<file path="src/rtl/core/bft_pkg.sv">
package bft_pkg;

   localparam int PROG_DEPTH = 4096;
   localparam int PROG_AW    = $clog2(PROG_DEPTH);
   localparam int PC_W       = PROG_AW + 1;
   localparam int TAPE_CELLS = 512;
   localparam int TAPE_AW    = $clog2(TAPE_CELLS);
   localparam int CELL_BITS  = 32;
   localparam int VALUE_W    = 32;
   localparam int CHAR_W     = 8;
   localparam int OP_W       = 4;
   localparam int STATUS_W   = 3;
   localparam int ASCII_LIMIT = 128;

   typedef enum logic [1:0] {
      CMD_APPEND = 2'd0,
      CMD_STEP   = 2'd1,
      CMD_REWIND = 2'd2,
      CMD_ERASE  = 2'd3
   } cmd_type;

   typedef enum logic [OP_W-1:0] {
      OP_NOP   = 4'd0,
      OP_INC   = 4'd1,
      OP_DEC   = 4'd2,
      OP_RIGHT = 4'd3,
      OP_LEFT  = 4'd4,
      OP_OUT   = 4'd5,
      OP_IN    = 4'd6,
      OP_OPEN  = 4'd7,
      OP_CLOSE = 4'd8
   } opcode_type;

   typedef enum logic [STATUS_W-1:0] {
      STS_OK          = 3'd0,
      STS_END         = 3'd1,
      STS_PTR_HIGH    = 3'd2,
      STS_PTR_LOW     = 3'd3,
      STS_NON_ASCII   = 3'd4,
      STS_STRAY_CLOSE = 3'd5,
      STS_STORE_FULL  = 3'd6,
      STS_UNBALANCED  = 3'd7
   } status_type;

   typedef enum logic [2:0] {
      CS_WIPE,
      CS_IDLE,
      CS_DECODE,
      CS_LINK1,
      CS_LINK2,
      CS_EXEC,
      CS_REWIND
   } ctrl_state_type;

   typedef enum logic [3:0] {
      ACT_NONE,
      ACT_CAPTURE,
      ACT_REPLY,
      ACT_APPEND,
      ACT_LINK1,
      ACT_LINK2,
      ACT_EXEC,
      ACT_ERASE,
      ACT_CLEAR,
      ACT_CLEAR_END,
      ACT_WIPE_END
   } action_type;

   typedef struct packed {
      action_type act;
   } ctl_type;

   typedef struct packed {
      cmd_type cmd;
      logic    stop;
      logic    is_close;
      logic    clear_last;
   } stat_type;

   function automatic opcode_type encode_char(input logic [CHAR_W-1:0] c);
      opcode_type op;
      case (c)
         8'h2B:   op = OP_INC;
         8'h2D:   op = OP_DEC;
         8'h3E:   op = OP_RIGHT;
         8'h3C:   op = OP_LEFT;
         8'h2E:   op = OP_OUT;
         8'h2C:   op = OP_IN;
         8'h5B:   op = OP_OPEN;
         8'h5D:   op = OP_CLOSE;
         default: op = OP_NOP;
      endcase
      return op;
   endfunction

endpackage

</file>
<file path="src/rtl/core/bft_ctrl.sv">
module bft_ctrl
   import bft_pkg::*;
(
   input  logic     clock,
   input  logic     reset,
   input  logic     start,
   input  stat_type stat,
   output ctl_type  ctl,
   output logic     busy
);

   ctrl_state_type state_ff;
   ctrl_state_type state_in;

   always_comb begin
      state_in = state_ff;
      case (state_ff)
         CS_WIPE: begin
            if (stat.clear_last) state_in = CS_IDLE;
         end
         CS_IDLE: begin
            if (start) state_in = CS_DECODE;
         end
         CS_DECODE: begin
            case (stat.cmd)
               CMD_APPEND: state_in = (!stat.stop && stat.is_close) ? CS_LINK1 : CS_IDLE;
               CMD_STEP:   state_in = stat.stop ? CS_IDLE : CS_EXEC;
               CMD_REWIND: state_in = CS_REWIND;
               default:    state_in = CS_IDLE;
            endcase
         end
         CS_LINK1: state_in = CS_LINK2;
         CS_LINK2: state_in = CS_IDLE;
         CS_EXEC:  state_in = CS_IDLE;
         CS_REWIND: begin
            if (stat.clear_last) state_in = CS_IDLE;
         end
         default: state_in = CS_IDLE;
      endcase
   end

   always_comb begin
      ctl.act = ACT_NONE;
      case (state_ff)
         CS_WIPE:  ctl.act = stat.clear_last ? ACT_WIPE_END : ACT_CLEAR;
         CS_IDLE: begin
            if (start) ctl.act = ACT_CAPTURE;
         end
         CS_DECODE: begin
            case (stat.cmd)
               CMD_APPEND: begin
                  if (stat.stop) ctl.act = ACT_REPLY;
                  else if (!stat.is_close) ctl.act = ACT_APPEND;
               end
               CMD_STEP: begin
                  if (stat.stop) ctl.act = ACT_REPLY;
               end
               CMD_ERASE: ctl.act = ACT_ERASE;
               default:   ctl.act = ACT_NONE;
            endcase
         end
         CS_LINK1:  ctl.act = ACT_LINK1;
         CS_LINK2:  ctl.act = ACT_LINK2;
         CS_EXEC:   ctl.act = ACT_EXEC;
         CS_REWIND: ctl.act = stat.clear_last ? ACT_CLEAR_END : ACT_CLEAR;
         default:   ctl.act = ACT_NONE;
      endcase
   end

   assign busy = (state_ff != CS_IDLE);

   always_ff @(posedge clock) begin
      if (reset) begin
         state_ff <= CS_WIPE;
      end else begin
         state_ff <= state_in;
      end
   end

endmodule

</file>
<file path="config.mk">
export PLATFORM = sky130hd
export DESIGN_NAME = bft_ctrl
export DESIGN_NICKNAME = d
export VERILOG_FILES = /design/src/rtl/core/bft_pkg.sv /design/src/rtl/core/bft_ctrl.sv
export SDC_FILE = /design/constraint.sdc
export NUM_CORES = 1
export LEC_CHECK = 0
export ABC_AREA = 1
export BUFFER_PORTS_ARGS = -buffer_cell sky130_fd_sc_hd__buf_4
export CORE_AREA = 2 2 39 41
export DETAILED_ROUTE_END_ITERATION = 16
export DIE_AREA = 0 0 41 43
export GPL_TIMING_DRIVEN = 0
export PLACE_DENSITY = 0.39
export SKIP_CTS_REPAIR_TIMING = 1
export SLEW_MARGIN = 30
export SYNTH_ARGS = -nofsm -noshare
export SYNTH_HDL_FRONTEND = slang
export SYNTH_SLANG_ARGS = --single-unit
</file>
<file path="constraint.sdc">
create_clock -name clock -period 1.35 [get_ports clock]
set_input_delay 0.135 -clock clock [delete_from_list [all_inputs] [get_ports clock]]
set_output_delay 0.135 -clock clock [all_outputs]
set_load 0.05 [all_outputs]
</file>
==> impl_metrics.env <==
export IMPL_power_switching_uw=300
export IMPL_start_util_pct=19.6
export IMPL_seq_area_um2=66.3
export IMPL_hold_depth=2
export IMPL_combPwrFrac_pct=56.2
export IMPL_max_stage_delay_ns=0.36
export IMPL_syn2layout_area_growth_pct=67.7
export IMPL_multiInputGateArea_um2=209
export IMPL_worstPathMaxFanout=6
export IMPL_syn_inst=46
export IMPL_cp_slowest_cell="dfxtp_4"
export IMPL_num_vias=372
export IMPL_fmax_mhz=714
export IMPL_die_x_um=41
export IMPL_clk_latency_ns=0.23
export IMPL_fillers=161
export IMPL_hold_viol=0
export IMPL_viasPerCell=4.71
export IMPL_yosys_warnings=0
export IMPL_grt_max_degree=7
export IMPL_power_share_clock_pct=23.9
export IMPL_die_area_um2=1760
export IMPL_place_congestion=0.759
export IMPL_synth_cell_types=15
export IMPL_ys_seq_elements=3
export IMPL_netSwitchingFraction_pct=47.1
export IMPL_maxCapViolCount=0
export IMPL_grt_pass1_wl_mm=1.17
export IMPL_tightest_slew_ns=0.182
export IMPL_critPathTopFamily="flip-flops"
export IMPL_die_h_um=43
export IMPL_drive_above_1_share_pct=46.0
export IMPL_cts_max_path_buffers=2
export IMPL_required_ns=1.22
export IMPL_rows=14
export IMPL_crit_arrival_ns=1.27
export IMPL_placedCellCount=74
export IMPL_cts_max_level=1
export IMPL_largest_reg_flops=3
export IMPL_pre_cts_ws_ns=0.109
export IMPL_detail_route_wl_per_cell_um=9.61
export IMPL_io_buffers=12
export IMPL_fin_crit_ns=1.40
export IMPL_yosysSeqAreaShare_pct=22.1
export IMPL_internal_power_uw=336
export IMPL_post_dp_hpwl_um=625
export IMPL_period_share_pct=104
export IMPL_p_leak_nw=0.203
export IMPL_top_regs="state_ff x3"
export IMPL_finalWorstSetupSlack_ns=-0.0503
export IMPL_worst_setup_path_end_kind="primary output"
export IMPL_max_flop_register="state_ff"
export IMPL_n_antenna_cell=0
export IMPL_gr_total_overflow=0
export IMPL_worstSetupPathType="flip-flop to primary output"
export IMPL_root_buffer="clkbuf_4"
export IMPL_avgSynthCellArea_um2=5.90
export IMPL_routed_wl_um=759
export IMPL_first_pass_iters=4
export IMPL_fin_nets=72
export IMPL_grt_pass1_vias=297
export IMPL_drc=0
export IMPL_pwr_share_seq_pct=19.9
export IMPL_max_slew_margin_pct=87.9
export IMPL_path_depth=6
export IMPL_drt_iter0_drc=7
export IMPL_pin_count=13
export IMPL_violations="setup timing"
export IMPL_placed_cell_area_um2=394
export IMPL_synth_area_um2=272
export IMPL_finalSetupViolCount=1
export IMPL_hold_class="input pin to flip-flop"
export IMPL_crit_chain="inv_4, nand2_4, nor2_4, nand2_2, o211ai_1, buf_4"
export IMPL_final_cell_area_um2=455
export IMPL_reg2regPathDepth=6
export IMPL_antenna_found_initial=0
export IMPL_skew_ns=0.00136
export IMPL_vdd_drop_max_mv=0.527
export IMPL_cts_buffers=3
export IMPL_clock_sink_count=3
export IMPL_slew_violations=0
export IMPL_status="complete, but fails checks"
export IMPL_clk_pin_slew_ns=0.03
export IMPL_rsz0062_at_grt="true"
export IMPL_grt_usage_pct=10.2
export IMPL_instances_no_fill=79
export IMPL_start_kind="flip-flop"
export IMPL_ant_nets=0
export IMPL_fin_util_pct=32.9
export IMPL_synth_nets=54
export IMPL_cts_tree="done"
export IMPL_p_total_uw=636
export IMPL_coreArea_um2=1380
export IMPL_p_per_area_nw_per_um2=1400
export IMPL_timing_critical_path_buf_inv=2
[power groups by stage]
| stage | combinational, mW | clock, mW | sequential (mW) |
|---|---|---|---|
| floorplan | 0.246 | 0 | 0.117 |
| global placement | 0.342 | 0 | 0.122 |
| detailed placement | 0.337 | 0 | 0.122 |
| CTS | 0.339 | 0.161 | 0.120 |
| global route | 0.386 | 0.179 | 0.130 |
| finish | 0.357 | 0.152 | 0.126 |
[cell usage after synthesis]
master / n / area [um^2]
nand2_1: 11 / 41.3
inv_1: 6 / 22.5
nand3_1: 5 / 25.0
nor2_1: 5 / 18.8
a21oi_1: 4 / 20.0
dfxtp_1: 3 / 60.1
a21oi_2: 2 / 17.5
nand4_1: 2 / 12.5
o211ai_1: 2 / 15.0
a31o_2: 1 / 8.76
inv_2: 1 / 3.75
nand2_2: 1 / 6.26
nor2_2: 1 / 6.26
o21ai_0: 1 / 5.00
o221ai_1: 1 / 8.76
[worst register-to-register path: stages (launching register included)]
cell and delay, ns:
dfxtp_2 0.35, nor2_1 0.14, nand2_1 0.11, nand2_2 0.12
nand2_1 0.06, a21oi_1 0.14, nor2_1 0.05
[logic make-up (layout without fill, tap and decap cells)]
family                 Yosys count  count (layout)  synth area share [%]
flip-flops                       3               3                  22.1
AND/OR/NAND/NOR                 25              25                  40.6
buffers and inverters            7              24                  9.68
AO/OA/AOI/OAI                   11              11                  27.6
[metrics by stage]
| step | setup TNS [ns] | hold WS, ns |
|---|---|---|
| finish | -0.0503 | 0.0716 |
| global route | -0.251 | 0.0607 |
| CTS | -0.243 | 0.0706 |
| detailed placement | 0 | 0.317 |
| global placement | 0 | 0.318 |
| floorplan | -0.278 | 0.197 |
[routing by layer]
layer  global-route usage, %  routed length (um)  up-vias
li1                        -                   -      191
met1                    12.5                 317      162
met2                    15.0                 381       19
met3                    1.57                  60        0
met4                    8.00                   0        0
met5                       0                   0        -
[area by class of cell]
class | instances | area share [%]
Inverter | 7 | 6.32
Sequential cell | 3 | 14.6
Multi-Input combinational cell | 36 | 45.9
Timing Repair Buffer | 13 | 23.1
Clock buffer | 4 | 5.77
Tap cell | 16 | 4.40
[worst paths after layout]
path                    start     endpoint  slack [ns]
hold / removal          reset  state_ff[1]        0.07
setup / recovery  state_ff[2]       ctl[0]       -0.05
setup reg to reg  state_ff[0]  state_ff[0]        0.27
hold reg to reg   state_ff[2]  state_ff[1]        0.58
[placed cells by master, fill, tap and decap left out, drive strengths merged]
master	synthesis	final
clkbuf	0	4
inv	7	7
nor2	6	6
nand2	12	12
nand3	5	5
o21ai	1	1
a31o	1	1
o221ai	1	1
o211ai	2	2
dfxtp	3	3
a21oi	6	6
nand4	2	2
buf	0	13
Note: power is estimated with default switching activity, not from simulation.
